File: src/rtl/core/csl_pkg.sv
// Shared widths, codes and the token record of the C subset lexer.
package csl_pkg;

   localparam int OFFSET_BITS = 20;
   localparam int LINE_BITS = 16;
   localparam int LEN_BITS = 8;
   localparam int CH_BITS = 8;
   localparam int KIND_BITS = 4;
   localparam int KW_BITS = 48;

   // Response tdata: line_no, start_offset, tok_len, zero filled to whole bytes
   localparam int PAYLOAD_BITS = LINE_BITS + OFFSET_BITS + LEN_BITS;
   localparam int RSP_DATA_BITS = ((PAYLOAD_BITS + 7) / 8) * 8;
   localparam int PAD_BITS = RSP_DATA_BITS - PAYLOAD_BITS;

   // Token queue: power-of-two depth, at least four
   localparam int FIFO_DEPTH = 4;
   localparam int PTR_BITS = $clog2(FIFO_DEPTH);
   localparam int CNT_BITS = $clog2(FIFO_DEPTH + 1);

   typedef enum logic [KIND_BITS-1:0] {
      KIND_EOF     = 4'd0,
      KIND_ASSIGN  = 4'd1,
      KIND_BCOM    = 4'd2,
      KIND_LBRACE  = 4'd3,
      KIND_LPAREN  = 4'd4,
      KIND_RBRACE  = 4'd5,
      KIND_RPAREN  = 4'd6,
      KIND_SEMI    = 4'd7,
      KIND_DECR    = 4'd8,
      KIND_NEG     = 4'd9,
      KIND_INT     = 4'd10,
      KIND_VOID    = 4'd11,
      KIND_RETURN  = 4'd12,
      KIND_ID      = 4'd13,
      KIND_NUM     = 4'd14,
      KIND_INVALID = 4'd15
   } kind_type;

   typedef enum logic [8:0] {
      MODE_IDLE  = 9'b000000001,
      MODE_SLASH = 9'b000000010,
      MODE_LCOM  = 9'b000000100,
      MODE_BCOM  = 9'b000001000,
      MODE_BSTAR = 9'b000010000,
      MODE_MINUS = 9'b000100000,
      MODE_IDENT = 9'b001000000,
      MODE_NUM   = 9'b010000000,
      MODE_ERR   = 9'b100000000
   } mode_type;

   typedef struct packed {
      kind_type                kind;
      logic [LINE_BITS-1:0]    line_no;
      logic [OFFSET_BITS-1:0]  start_offset;
      logic [LEN_BITS-1:0]     tok_len;
      logic                    last;
   } token_type;

endpackage

File: src/rtl/core/c_subset_lexer.sv
// Top level of the C subset lexer: input byte register, scanner and token queue.
//
//   channel | direction | tdata                                  | tuser | tlast
//   req_    | in        | ch [7:0]                               | -     | -
//   rsp_    | out       | line_no, start_offset, tok_len, zeros  | kind  | last
//
// One byte per cycle while the queue has room: a byte is held in the input
// register, is scanned and its tokens are written to a four-entry queue; a
// token is offered on rsp_ once it is in the queue's registers. The queue
// drains one token per cycle while rsp_tready is high, so a byte that closes
// one token and starts another leaves an extra token to drain. The input
// register holds its byte while the queue has more than two tokens. Reset gives
// line 1, offset 0, an empty queue and no waiting byte.
module c_subset_lexer (
   input  logic                                  clock,
   input  logic                                  reset,
   input  logic                                  req_tvalid,
   output logic                                  req_tready,
   input  logic [csl_pkg::CH_BITS-1:0]           req_tdata,   // ch
   output logic                                  rsp_tvalid,
   input  logic                                  rsp_tready,
   // line_no, start_offset, tok_len, zero fill (lowest bit first)
   output logic [csl_pkg::RSP_DATA_BITS-1:0]     rsp_tdata,
   output logic [csl_pkg::KIND_BITS-1:0]         rsp_tuser,   // kind
   output logic                                  rsp_tlast
);
   import csl_pkg::*;

   logic [CH_BITS-1:0]  ch_ff, ch_in;
   logic                in_valid_ff, in_valid_in;
   logic                consume;
   logic                req_xfer;
   logic                tok0_valid;
   logic                tok1_valid;
   token_type           tok0;
   token_type           tok1;
   token_type           head;
   logic [CNT_BITS-1:0] count;

   // Scan the held byte once the queue has room for two tokens
   assign consume    = in_valid_ff && (count <= CNT_BITS'(FIFO_DEPTH - 2));
   assign req_tready = !in_valid_ff || consume;
   assign req_xfer   = req_tvalid && req_tready;

   always_comb begin
      ch_in       = req_xfer ? req_tdata : ch_ff;
      in_valid_in = req_xfer || (in_valid_ff && !consume);
   end

   always_ff @(posedge clock) begin
      if (reset) begin
         in_valid_ff <= 1'b0;
      end else begin
         in_valid_ff <= in_valid_in;
      end
   end

   always_ff @(posedge clock) begin
      ch_ff <= ch_in;
   end

   csl_scan u_scan (
      .clock      (clock),
      .reset      (reset),
      .step_en    (consume),
      .ch         (ch_ff),
      .tok0_valid (tok0_valid),
      .tok1_valid (tok1_valid),
      .tok0       (tok0),
      .tok1       (tok1)
   );

   csl_fifo u_fifo (
      .clock (clock),
      .reset (reset),
      .push0 (consume && tok0_valid),
      .push1 (consume && tok1_valid),
      .din0  (tok0),
      .din1  (tok1),
      .pop   (rsp_tvalid && rsp_tready),
      .dout  (head),
      .count (count)
   );

   // Present the queue head
   assign rsp_tvalid = (count != '0);
   assign rsp_tdata  = {{PAD_BITS{1'b0}}, head.tok_len, head.start_offset, head.line_no};
   assign rsp_tuser  = head.kind;
   assign rsp_tlast  = head.last;

   // Queue never overfills
   assert property (@(posedge clock) disable iff (reset) count <= CNT_BITS'(FIFO_DEPTH))
      else $error("token queue overflow");

   // A second token only follows a first one
   assert property (@(posedge clock) disable iff (reset) tok1_valid |-> tok0_valid)
      else $error("second token without first");

   // End of text always yields a token
   assert property (@(posedge clock) disable iff (reset)
      (consume && ch_ff == '0) |=> rsp_tvalid)
      else $error("zero byte gave no token");

   // Nothing is offered right after reset
   assert property (@(posedge clock) reset |=> !rsp_tvalid)
      else $error("token offered after reset");

endmodule

File: src/rtl/core/csl_scan.sv
// Lexer state and the per-byte scan logic that yields up to two tokens.
module csl_scan (
   input  logic                           clock,
   input  logic                           reset,
   input  logic                           step_en,
   input  logic [csl_pkg::CH_BITS-1:0]    ch,
   output logic                           tok0_valid,
   output logic                           tok1_valid,
   output csl_pkg::token_type             tok0,
   output csl_pkg::token_type             tok1
);
   import csl_pkg::*;

   localparam logic [CH_BITS-1:0] CH_NUL    = 8'h00;
   localparam logic [CH_BITS-1:0] CH_TAB    = 8'h09;
   localparam logic [CH_BITS-1:0] CH_NL     = 8'h0a;
   localparam logic [CH_BITS-1:0] CH_VT     = 8'h0b;
   localparam logic [CH_BITS-1:0] CH_FF     = 8'h0c;
   localparam logic [CH_BITS-1:0] CH_CR     = 8'h0d;
   localparam logic [CH_BITS-1:0] CH_SPACE  = 8'h20;
   localparam logic [CH_BITS-1:0] CH_LPAREN = 8'h28;
   localparam logic [CH_BITS-1:0] CH_RPAREN = 8'h29;
   localparam logic [CH_BITS-1:0] CH_STAR   = 8'h2a;
   localparam logic [CH_BITS-1:0] CH_MINUS  = 8'h2d;
   localparam logic [CH_BITS-1:0] CH_SLASH  = 8'h2f;
   localparam logic [CH_BITS-1:0] CH_SEMI   = 8'h3b;
   localparam logic [CH_BITS-1:0] CH_ASSIGN = 8'h3d;
   localparam logic [CH_BITS-1:0] CH_USCORE = 8'h5f;
   localparam logic [CH_BITS-1:0] CH_LBRACE = 8'h7b;
   localparam logic [CH_BITS-1:0] CH_RBRACE = 8'h7d;
   localparam logic [CH_BITS-1:0] CH_TILDE  = 8'h7e;

   localparam logic [KW_BITS-1:0] KW_INT    = 48'h0000_0074_6E69;
   localparam logic [KW_BITS-1:0] KW_VOID   = 48'h0000_6469_6F76;
   localparam logic [KW_BITS-1:0] KW_RETURN = 48'h6E72_7574_6572;
   localparam int KW_CHARS = KW_BITS / CH_BITS;

   localparam logic [LINE_BITS-1:0] LINE_MAX = '1;
   localparam logic [LEN_BITS-1:0]  LEN_MAX  = '1;

   // Outcome of a byte seen between tokens
   typedef struct packed {
      logic     tok_v;
      kind_type kind;
      logic     eof;
      logic     bump;
      logic     start;
      logic     load_kw;
      mode_type nmode;
   } idle_type;

   function automatic logic is_letter(input logic [CH_BITS-1:0] c);
      return (c inside {[8'h61:8'h7a], [8'h41:8'h5a]}) || (c == CH_USCORE);
   endfunction

   function automatic logic is_digit(input logic [CH_BITS-1:0] c);
      return c inside {[8'h30:8'h39]};
   endfunction

   function automatic logic is_space(input logic [CH_BITS-1:0] c);
      return c inside {CH_SPACE, CH_FF, CH_NL, CH_CR, CH_TAB, CH_VT};
   endfunction

   function automatic logic [LEN_BITS-1:0] sat_inc(input logic [LEN_BITS-1:0] v);
      return (v == LEN_MAX) ? v : v + LEN_BITS'(1);
   endfunction

   function automatic idle_type idle_eval(input logic [CH_BITS-1:0] c);
      idle_type r;
      r         = '0;
      r.kind    = KIND_EOF;
      r.nmode   = MODE_IDLE;
      if (c == CH_NUL) begin
         r.tok_v = 1'b1;
         r.eof   = 1'b1;
      end else if (is_space(c)) begin
         r.bump = (c == CH_NL);
      end else begin
         case (c)
            CH_ASSIGN: begin r.tok_v = 1'b1; r.kind = KIND_ASSIGN; end
            CH_TILDE:  begin r.tok_v = 1'b1; r.kind = KIND_BCOM;   end
            CH_LBRACE: begin r.tok_v = 1'b1; r.kind = KIND_LBRACE; end
            CH_LPAREN: begin r.tok_v = 1'b1; r.kind = KIND_LPAREN; end
            CH_RBRACE: begin r.tok_v = 1'b1; r.kind = KIND_RBRACE; end
            CH_RPAREN: begin r.tok_v = 1'b1; r.kind = KIND_RPAREN; end
            CH_SEMI:   begin r.tok_v = 1'b1; r.kind = KIND_SEMI;   end
            default: begin
               r.start = 1'b1;
               if (c == CH_SLASH) begin
                  r.nmode = MODE_SLASH;
               end else if (c == CH_MINUS) begin
                  r.nmode = MODE_MINUS;
               end else if (is_digit(c)) begin
                  r.nmode = MODE_NUM;
               end else if (is_letter(c)) begin
                  r.nmode   = MODE_IDENT;
                  r.load_kw = 1'b1;
               end else begin
                  r.nmode = MODE_ERR;
                  r.tok_v = 1'b1;
                  r.kind  = KIND_INVALID;
               end
            end
         endcase
      end
      return r;
   endfunction

   mode_type               mode_ff, mode_in;
   logic [KW_BITS-1:0]     kw_ff, kw_in;
   logic [OFFSET_BITS-1:0] start_ff, start_in;
   logic [LEN_BITS-1:0]    len_ff, len_in;
   logic [LINE_BITS-1:0]   line_ff, line_in;
   logic [OFFSET_BITS-1:0] offset_ff, offset_in;

   idle_type            idle;
   logic                use_idle;
   logic                bump;
   logic                eof;
   logic                pre_v;
   kind_type            pre_kind;
   logic [LEN_BITS-1:0] pre_len;
   logic                post_v;
   kind_type            post_kind;
   logic [LEN_BITS-1:0] post_len;
   kind_type            ident_kind;

   // Classify a finished identifier against the keywords
   always_comb begin
      if (len_ff == LEN_BITS'(3) && kw_ff == KW_INT) begin
         ident_kind = KIND_INT;
      end else if (len_ff == LEN_BITS'(4) && kw_ff == KW_VOID) begin
         ident_kind = KIND_VOID;
      end else if (len_ff == LEN_BITS'(6) && kw_ff == KW_RETURN) begin
         ident_kind = KIND_RETURN;
      end else begin
         ident_kind = KIND_ID;
      end
   end

   // Scan one byte: pre token closes the pending token, post token comes from this byte
   always_comb begin
      idle      = idle_eval(ch);
      use_idle  = 1'b0;
      bump      = 1'b0;
      eof       = 1'b0;
      pre_v     = 1'b0;
      pre_kind  = KIND_INVALID;
      pre_len   = len_ff;
      post_v    = 1'b0;
      post_kind = KIND_EOF;
      post_len  = '0;
      mode_in   = mode_ff;
      kw_in     = kw_ff;
      start_in  = start_ff;
      len_in    = len_ff;

      case (mode_ff)
         MODE_SLASH: begin
            if (ch == CH_SLASH) begin
               mode_in = MODE_LCOM;
            end else if (ch == CH_STAR) begin
               mode_in = MODE_BCOM;
            end else begin
               pre_v    = 1'b1;
               pre_kind = KIND_INVALID;
               pre_len  = LEN_BITS'(1);
               mode_in  = MODE_ERR;
               if (ch == CH_NUL) begin
                  eof    = 1'b1;
                  post_v = 1'b1;
               end else begin
                  bump = (ch == CH_NL);
               end
            end
         end
         MODE_LCOM: begin
            if (ch == CH_NUL) begin
               eof    = 1'b1;
               post_v = 1'b1;
            end else if (ch == CH_NL) begin
               bump    = 1'b1;
               mode_in = MODE_IDLE;
            end
         end
         MODE_BCOM, MODE_BSTAR: begin
            if (ch == CH_NUL) begin
               eof    = 1'b1;
               post_v = 1'b1;
            end else if (mode_ff == MODE_BSTAR && ch == CH_SLASH) begin
               mode_in = MODE_IDLE;
            end else if (ch == CH_STAR) begin
               mode_in = MODE_BSTAR;
            end else begin
               bump    = (ch == CH_NL);
               mode_in = MODE_BCOM;
            end
         end
         MODE_MINUS: begin
            pre_v = 1'b1;
            if (ch == CH_MINUS) begin
               pre_kind = KIND_DECR;
               pre_len  = LEN_BITS'(2);
               mode_in  = MODE_IDLE;
            end else begin
               pre_kind = KIND_NEG;
               pre_len  = LEN_BITS'(1);
               use_idle = 1'b1;
            end
         end
         MODE_IDENT: begin
            if (is_letter(ch) || is_digit(ch)) begin
               if (len_ff < LEN_BITS'(KW_CHARS)) begin
                  kw_in = kw_ff | (KW_BITS'(ch) << {len_ff[2:0], 3'b000});
               end
               len_in = sat_inc(len_ff);
            end else begin
               pre_v    = 1'b1;
               pre_kind = ident_kind;
               use_idle = 1'b1;
            end
         end
         MODE_NUM: begin
            if (is_digit(ch)) begin
               len_in = sat_inc(len_ff);
            end else if (is_letter(ch)) begin
               pre_v    = 1'b1;
               pre_kind = KIND_INVALID;
               pre_len  = sat_inc(len_ff);
               mode_in  = MODE_ERR;
            end else begin
               pre_v    = 1'b1;
               pre_kind = KIND_NUM;
               use_idle = 1'b1;
            end
         end
         MODE_ERR: begin
            if (ch == CH_NUL) begin
               eof    = 1'b1;
               post_v = 1'b1;
            end else begin
               bump = (ch == CH_NL);
            end
         end
         default: begin
            use_idle = 1'b1;
         end
      endcase

      // Apply the between-tokens outcome of this byte
      if (use_idle) begin
         mode_in   = idle.nmode;
         bump      = idle.bump;
         eof       = idle.eof;
         post_v    = idle.tok_v;
         post_kind = idle.kind;
         post_len  = idle.eof ? '0 : LEN_BITS'(1);
         if (idle.start) begin
            start_in = offset_ff;
            len_in   = LEN_BITS'(1);
         end
         if (idle.load_kw) begin
            kw_in = KW_BITS'(ch);
         end
      end

      // End of text restarts everything but the token queue
      if (eof) begin
         mode_in   = MODE_IDLE;
         kw_in     = '0;
         start_in  = '0;
         len_in    = '0;
         line_in   = LINE_BITS'(1);
         offset_in = '0;
      end else begin
         line_in   = (bump && line_ff != LINE_MAX) ? line_ff + LINE_BITS'(1) : line_ff;
         offset_in = offset_ff + OFFSET_BITS'(1);
      end
   end

   // Pack tokens: the earlier one always lands in slot zero
   always_comb begin
      tok0_valid = pre_v || post_v;
      tok1_valid = pre_v && post_v;

      tok0.kind         = pre_v ? pre_kind : post_kind;
      tok0.line_no      = line_ff;
      tok0.start_offset = pre_v ? start_ff : offset_ff;
      tok0.tok_len      = pre_v ? pre_len : post_len;
      tok0.last         = !tok1_valid;

      tok1.kind         = post_kind;
      tok1.line_no      = line_ff;
      tok1.start_offset = offset_ff;
      tok1.tok_len      = post_len;
      tok1.last         = 1'b1;
   end

   // Advance the lexer state on each consumed byte
   always_ff @(posedge clock) begin
      if (reset) begin
         mode_ff   <= MODE_IDLE;
         kw_ff     <= '0;
         start_ff  <= '0;
         len_ff    <= '0;
         line_ff   <= LINE_BITS'(1);
         offset_ff <= '0;
      end else if (step_en) begin
         mode_ff   <= mode_in;
         kw_ff     <= kw_in;
         start_ff  <= start_in;
         len_ff    <= len_in;
         line_ff   <= line_in;
         offset_ff <= offset_in;
      end
   end

endmodule

File: src/rtl/core/csl_fifo.sv
// Small token queue that takes up to two tokens and gives one per cycle while pop is high.
module csl_fifo (
   input  logic                            clock,
   input  logic                            reset,
   input  logic                            push0,
   input  logic                            push1,
   input  csl_pkg::token_type              din0,
   input  csl_pkg::token_type              din1,
   input  logic                            pop,
   output csl_pkg::token_type              dout,
   output logic [csl_pkg::CNT_BITS-1:0]    count
);
   import csl_pkg::*;

   token_type             mem_ff [FIFO_DEPTH];
   token_type             mem_in [FIFO_DEPTH];
   logic [PTR_BITS-1:0]   wr_ff, wr_in;
   logic [PTR_BITS-1:0]   rd_ff, rd_in;
   logic [CNT_BITS-1:0]   count_ff, count_in;
   logic [PTR_BITS-1:0]   wr_next;

   // Write one or two entries at the tail
   always_comb begin
      wr_next = wr_ff + PTR_BITS'(1);
      for (int i = 0; i < FIFO_DEPTH; i++) begin
         mem_in[i] = mem_ff[i];
      end
      if (push0) begin
         mem_in[wr_ff] = din0;
      end
      if (push1) begin
         mem_in[wr_next] = din1;
      end
      wr_in    = wr_ff + PTR_BITS'(push0) + PTR_BITS'(push1);
      rd_in    = rd_ff + PTR_BITS'(pop);
      count_in = count_ff + CNT_BITS'(push0) + CNT_BITS'(push1) - CNT_BITS'(pop);
   end

   always_ff @(posedge clock) begin
      for (int i = 0; i < FIFO_DEPTH; i++) begin
         mem_ff[i] <= mem_in[i];
      end
   end

   always_ff @(posedge clock) begin
      if (reset) begin
         wr_ff    <= '0;
         rd_ff    <= '0;
         count_ff <= '0;
      end else begin
         wr_ff    <= wr_in;
         rd_ff    <= rd_in;
         count_ff <= count_in;
      end
   end

   assign dout  = mem_ff[rd_ff];
   assign count = count_ff;

endmodule

File: config.mk
export PLATFORM = sky130hd
export DESIGN_NAME = c_subset_lexer
export DESIGN_NICKNAME = d
export VERILOG_FILES = /design/src/rtl/core/csl_pkg.sv /design/src/rtl/core/c_subset_lexer.sv /design/src/rtl/core/csl_scan.sv /design/src/rtl/core/csl_fifo.sv
export SDC_FILE = /design/constraint.sdc
export NUM_CORES = 1
export LEC_CHECK = 0
export BUFFER_PORTS_ARGS = -buffer_cell sky130_fd_sc_hd__buf_4
export CAP_MARGIN = 20
export CORE_ASPECT_RATIO = 0.6
export CORE_UTILIZATION = 40
export DETAILED_ROUTE_END_ITERATION = 6
export PLACE_DENSITY = 0.59
export SETUP_SLACK_MARGIN = 0.5
export SYNTH_ARGS = -nofsm -noshare
export SYNTH_HDL_FRONTEND = slang
export SYNTH_SLANG_ARGS = --single-unit
File: constraint.sdc
create_clock -name clock -period 4.07 [get_ports clock]
set_clock_uncertainty 0.1 [all_clocks]
set_input_delay 0.814 -clock clock [delete_from_list [all_inputs] [get_ports clock]]
set_output_delay 0.814 -clock clock [all_outputs]
set_load 0.005 [all_outputs]
Word level (Yosys, flattened, before mapping)
Memories as Yosys holds them, arrays and structs flattened. A register that Yosys moved wholly into a read port is not among the register bits.
Index checks and enable logic that the tools add are counted.
- flip-flop bits (word level): 137
- memory bits (writable): 196
- input bits: 12
- output and inout port bits: 55
- word-level logic and storage cells: 223
- memories kept: 1
- add/subtract/negate cells: 10
- $lt $le $gt $ge: 12
- eq/ne operators: 39
- shift operators: 1
- multiplexer cells: 106
- bitwise gates (word level): 3
- reduce and logical (&&, ||, !) cells: 40
- memories (memory ; depth ; bits a word ; read ports ; clocked after Yosys merged registers in ; write ports ; RTL line ; source):
    u_fifo.mem_ff ; 4 ; 49 ; 5 ; 1 ; 4 ; csl_fifo.sv:15 ; token_type mem_ff [FIFO_DEPTH];
- operators by type and width (operator ; count):
    bitwise mux 196 bit ; 2
    two-way mux 196 bit ; 2
    two-way mux 48 bit ; 6
    demux 49 bit (select 2 bit) ; 2
    two-way mux 9 bit ; 15
    two-way mux 20 bit ; 5
    two-way mux 49 bit ; 2
    two-way mux 8 bit ; 12
    == test 8 x 6 -> 1 bit (second input constant) ; 8
    == test 48 x 23 -> 1 bit (second input constant) ; 1
    == test 48 x 31 -> 1 bit (second input constant) ; 1
    == test 48 x 47 -> 1 bit (second input constant) ; 1
    OR 48 bit ; 1
    << shifter 8 x 6 -> 48 bit ; 1
    case mux 9 bit (5 select lines) ; 1
    == test 8 x 4 -> 1 bit (second input constant) ; 5
    case mux 5 bit (7 select lines) ; 1
    == test 8 x 7 -> 1 bit (second input constant) ; 4
    two-way mux 16 bit ; 2
    two-way mux 1 bit ; 31
    two-way mux 5 bit ; 6
    two-way mux 4 bit ; 7
    case mux 8 bit (3 select lines) ; 1
    two-way mux 11 bit ; 2
    other kinds (51) ; 92

Depth between registers and ports, before layout
- depth after elaboration: 18
- gate-level depth with buffers: 15
- gate-level depth less buffers: 12

By module
Synthesis repeated with hierarchy kept, for this count alone.
- cells, all modules: 1924
- area total of the unflattened synthesis: 17840.9 um^2
- by module, submodules not included (module ; times used ; cells an instance ; area each (um^2) ; sequential area each (um^2)):
    csl_fifo ; 1 ; 1136 ; 10894.2 ; 4063.9
    csl_scan ; 1 ; 762 ; 6561.3 ; 2422.3
    c_subset_lexer ; 1 ; 26 ; 385.4 ; 260.2

Worst setup path after synthesis
Ideal clock, no wire load.
- path kind: reg2reg
- start: register ch_ff[1]
- end: register u_fifo.count_ff[2] (netlist: u_fifo.count[2])
- setup time: 128 ps
- arrival time: 3832 ps
- data required time: 3842 ps
- slack: 11 ps
- stages on the path, launching flop included: 14
- path buffers: 2
- period minus slack after synthesis: 4059 ps
- cells stage by stage: edfxtp_1 -> buf_2 -> or4_1 -> a21o_1 -> a21o_1 -> o221a_2 -> clkbuf_1 -> or4_1 -> ha_1 -> inv_1 -> fa_1 -> fa_1 -> xor2_1 -> nor2_1
- longest elaborated chain between the ends: 17
- elaborated cells on any way between the ends: 59
- those cells by class: add/sub (3); order compare (6); eq/ne (17); mux (21); reduce/logical (12)
- RTL lines (element ; RTL line ; source):
    start: declaration ; c_subset_lexer.sv:29 ; logic [CH_BITS-1:0] ch_ff, ch_in;
    start signal: assignment ; c_subset_lexer.sv:59 ; ch_ff <= ch_in;
    greater-or-equal comparator 8 x 7 -> 1 bit or less-or-equal comparator 8 x 7 -> 1 bit (tied branches) ; csl_scan.sv:53 ; return (c inside {[8'h61:8'h7a], [8'h41:8'h5a]}) || (c == CH_USCORE);
    logical AND 1 bit ; csl_scan.sv:53 ;
    nonzero test 2 bit ; csl_scan.sv:53 ;
    logical OR 1 bit ; csl_scan.sv:53 ;
    two-way mux 5 bit ; csl_scan.sv:95 ; end else if (is_letter(c)) begin
    two-way mux 5 bit ; csl_scan.sv:93 ; end else if (is_digit(c)) begin
    two-way mux 5 bit ; csl_scan.sv:91 ; end else if (c == CH_MINUS) begin
    two-way mux 5 bit ; csl_scan.sv:89 ; if (c == CH_SLASH) begin
    case mux 5 bit (7 select lines) ; csl_scan.sv:79 ; case (c)
    two-way mux 5 bit ; csl_scan.sv:76 ; end else if (is_space(c)) begin
    two-way mux 1 bit ; csl_scan.sv:73 ; if (c == CH_NUL) begin
    two-way mux 1 bit ; csl_scan.sv:251 ; if (use_idle) begin
    logical OR 1 bit ; csl_scan.sv:283 ; tok0_valid = pre_v || post_v;
    logical AND 1 bit ; c_subset_lexer.sv:76 ; .push0 (consume && tok0_valid),
    adder 3 x 1 -> 3 bit ; csl_fifo.sv:36 ; count_in = count_ff + CNT_BITS'(push0) + CNT_BITS'(push1) - CNT_BITS'(pop);
    adder 3 x 1 -> 3 bit (*) ; csl_fifo.sv:36 ;
    subtractor 3 x 1 -> 3 bit (*) ; csl_fifo.sv:36 ;
    end signal: assignment ; csl_fifo.sv:53 ; count_ff <= count_in;
    end: declaration ; csl_fifo.sv:19 ; logic [CNT_BITS-1:0] count_ff, count_in;
Mark *: on every way between the ends. The rest lies on a longest branch, timed or not.
A chain may end at the register's enable or synchronous reset.

Final worst setup path
- start: register ch_ff[1]
- end: register u_fifo.count_ff[1] (netlist: u_fifo.count[1])
- longest elaborated chain between the ends: 17
- elaborated cells on any way between the ends: 59
- those cells by class: add/sub (3); order compare (6); eq/ne (17); mux (21); reduce/logical (12)
- RTL lines (element ; RTL line):
    greater-or-equal comparator 8 x 7 -> 1 bit or less-or-equal comparator 8 x 7 -> 1 bit (tied branches) ; csl_scan.sv:53
    logical AND 1 bit ; csl_scan.sv:53
    nonzero test 2 bit ; csl_scan.sv:53
    logical OR 1 bit ; csl_scan.sv:53
    two-way mux 5 bit ; csl_scan.sv:95
    two-way mux 5 bit ; csl_scan.sv:93
    two-way mux 5 bit ; csl_scan.sv:91
    two-way mux 5 bit ; csl_scan.sv:89
    [2 not listed] ; --
    two-way mux 1 bit ; csl_scan.sv:73
    two-way mux 1 bit ; csl_scan.sv:251
    logical OR 1 bit ; csl_scan.sv:283
    logical AND 1 bit ; c_subset_lexer.sv:76
    adder 3 x 1 -> 3 bit ; csl_fifo.sv:36
    adder 3 x 1 -> 3 bit (*) ; csl_fifo.sv:36
    subtractor 3 x 1 -> 3 bit (*) ; csl_fifo.sv:36
    net u_fifo.count_in[1] ; csl_fifo.sv:19
Mark *: on every way through the listed nets, which the timed path passes. The rest lies on a longest branch.

==> impl_results.md <==
- Post-synth top flop: dfxtp_1
- Ys Warns: 0
- PortBufs: a little over 60
- Share of cells above drive strength 1: 20.22%
- # diodes: 0
- Placed cell areas: roughly 17000 µm²
- Post-DP HPWL: approximately 31000 µm
- Boundary pin count: 67
- Sequential share of the synthesized area: 42.27%
- Fmax: around 270 MHz
- Fin. Hold Viols: 0
- Synth top area share: around 41%
- CTS max path bufs: 3
- Worst-margin pin slew: slightly above 1 ns
- Worst Setup Start Kind: flip-flop
- H-tree level count: 1
- Count leader, synth: dfxtp_1
- Final wirelength: around 47000 µm
- Power per cell area: between 400 and 500 nW/µm²
- Switching portion of total power: 28.93%
- FFs w/ async S/R, synth: 0%
- TNS Setup: 0 ns
- Total CTS buffers: 31
- Final setup fails: 0
- Gpl congestion: around 0.90
- Worst setup EP type: flip-flop
- Total power: 7.973 mW
- Drt wl/cell: roughly 22 µm
- CTS sink cnt: around 330
- Iter 0 DRT Violations: about 1200
- Worst-path clk slew: roughly 0.060 ns
- Final Cycle Share: roughly 90%
- Gr usage total: ~23%
- Antenna violations before repair: 0
- VDD IR-drop max: about 300 µV
- Number of routed nets with antenna violations: 0
- Synth area leader: dfxtp_1
- Total Nets Final: between 1500 and 2000
- Vias/cell: between 5 and 6
- Die width: 259.9 µm
- Cell Rows: 56
- Pleak: ~6.4 nW
- Comb power frac: 19.1%
- P_int: between 5 and 6 mW
- Vias in the first global route: 12150
- Synth area leaders: dfxtp_1 41%, mux4_2 6.9%, o2bb2ai_1 6.0%
- Sw power: between 2 and 2.5 mW
- Final Instance Area: between 15000 and 20000 µm²
- Syn Area/Cell: between 10 and 15 µm²
- Worst hold path type: in -> reg
- Max-slew violation count: 0
- Area growth syn-to-layout: 13.93%
- First-pass GRT wire length: 73020 µm
- CP arrival: about 4.1 ns
- Via count: 12730
- Crit path time final: ~3.7 ns
- First-pass DRT Iterations: 5
- Seq cells post-synth: between 300 and 400
- Flop pwr share: 46.0%
- Multi-input logic area: approximately 8700 µm²
- Relative slew slack: ~30%
- DRC Markers: 0
- CP required: around 4.5 ns
- Cells after Synth: around 1600
- Unrepaired setup endpoints after global routing: true
- CTS tree: done
- Clk pwr share: a little over a third
- Hold buffers post-CTS: 0
- Worst-path maximum fanout: 4
- Initial Util: between 40% and 50%
- Storage cell area: 6753 µm²
- Hold_ws: between 0.3 and 0.4 ns
- Largest net degree at the start of global routing: between 50 and 60
- Post-synth EDFFs: 8
- Max-cap violations: 0
- Pre-CTS setup slack: roughly 0.33 ns
- Worst Setup Slack, final: between 0.4 and 0.5 ns
- Worst-Skew Late Latency: 0.57 ns
- Mapped Area: approximately 16000 µm²
- Commonest cells post-synth: 325 x dfxtp_1, 109 x o2bb2ai_1, 106 x a21oi_1, 94 x nand2_1, 93 x nor2_1
- Die height: roughly 160 µm
- Outcome: finished clean
- Fillers: roughly 3700
- CTS Root Cell: clkbuf_16
- Die footprint: just over 40000 µm²
- Yosys cell types: 77
- Global route overflow: 0
- Kind of critical path: reg -> reg
- Core ar.: 39170 µm²
-- flip-flops by register name, indices dropped and copies added, names as in the netlist --
signal            cells
ch_ff                 8
in_valid_ff           1
u_fifo.count          3
u_fifo.mem_ff       196
u_fifo.rd_ff          2
u_fifo.wr_ff          2
u_scan.kw_ff         48
u_scan.len_ff         8
u_scan.line_ff       16
u_scan.mode_ff        9
u_scan.offset_ff     20
u_scan.start_ff      20
-- worst max-delay path, cell delays in order, from the launching register on --
cell	delay, ns
edfxtp_1	0.41
or4_4	0.57
a21o_4	0.24
a21o_4	0.23
o221a_4	0.23
or4_4	0.54
ha_4	0.28
inv_2	0.03
fa_2	0.33
fa_2	0.52
nor2b_1	0.11
-- power by group through the flow --
stage,Combinational [mW],Sequential [mW],Clock [mW]
floorplan,1.06,3.60,0
global placement,1.48,3.74,0
global route,1.63,3.71,2.99
CTS,1.50,3.67,2.84
detailed placement,1.49,3.74,0
finish,1.52,3.67,2.78
-- cell usage in the layout, fill, tap and decap left out, drive strengths merged, types with 16 or more instances in the layout --
| cell type | count |
|---|---|
| dfxtp | 325 |
| nand4 | 43 |
| and2 | 35 |
| nor4 | 16 |
| a22o | 17 |
| nor2 | 97 |
| mux2i | 85 |
| clkbuf | 46 |
| mux4 | 49 |
| and3 | 20 |
| nor2b | 17 |
| o2bb2ai | 109 |
| a21oi | 107 |
| inv | 18 |
| mux2 | 65 |
| nand2 | 94 |
| nor3 | 32 |
| buf | 135 |
| o21ai | 57 |
| xor2 | 24 |
| nand3 | 46 |
-- what timing repair did --
item	in CTS	in global routing
setup buffers	5	1
pin swaps	3	4
endpoints found under the setup margin	79	115
resized for setup	8	19
-- per-stage QoR --
step / cells / util [%]
after CTS: 2158 / 46.15
after detailed placement: 2098 / 43.54
final: 2159 / 46.42
after global placement: 2097 / 43.53
after global routing: 2159 / 46.42
after floorplan: 1598 / -
-- cell type report --
class	count	area share, %
multi-input cells	1098	47.80
flip-flops and latches	333	37.14
repair buffers	135	5.925
clock buffers	46	4.906
well taps	522	3.592
inverters	16	0.3303
clock inverters	9	0.3097
-- cells by family after synthesis --
logic type	count (synthesis)	synth area share [%]
adder cells (fa/ha/maj)	11	1.004
flip-flops	333	42.27
AND/OR/NAND/NOR	472	15.77
AO/OA/AOI/OAI	373	16.97
other	1	0.02350
multiplexers	199	17.28
XOR/XNOR	39	2.140
buffers and inverters	167	4.539
-- final timing paths --
kind / startpoint / to / slack [ns] / cells after the start
hold reg to reg: u_fifo.mem_ff[2][7]$_DFF_P_ / u_fifo.mem_ff[2][7]$_DFF_P_ / 0.35 / 2
hold / removal: req_tdata[2] / ch_ff[2]$_DFFE_PP_ / 0.32 / 1
setup reg to reg: ch_ff[1]$_DFFE_PP_ / u_fifo.count[1]$_SDFF_PP0_ / 0.41 / 10
setup / recovery: ch_ff[1]$_DFFE_PP_ / u_fifo.count[1]$_SDFF_PP0_ / 0.41 / 10
-- layer usage --
layer | track usage, % | wire [µm]
met1 | 36.30 | 24230
met2 | 32.19 | 19080
met3 | 3.596 | 3090
met4 | 3.866 | 571
met5 | 0 | 0
Power figures use the tool's default switching activity.
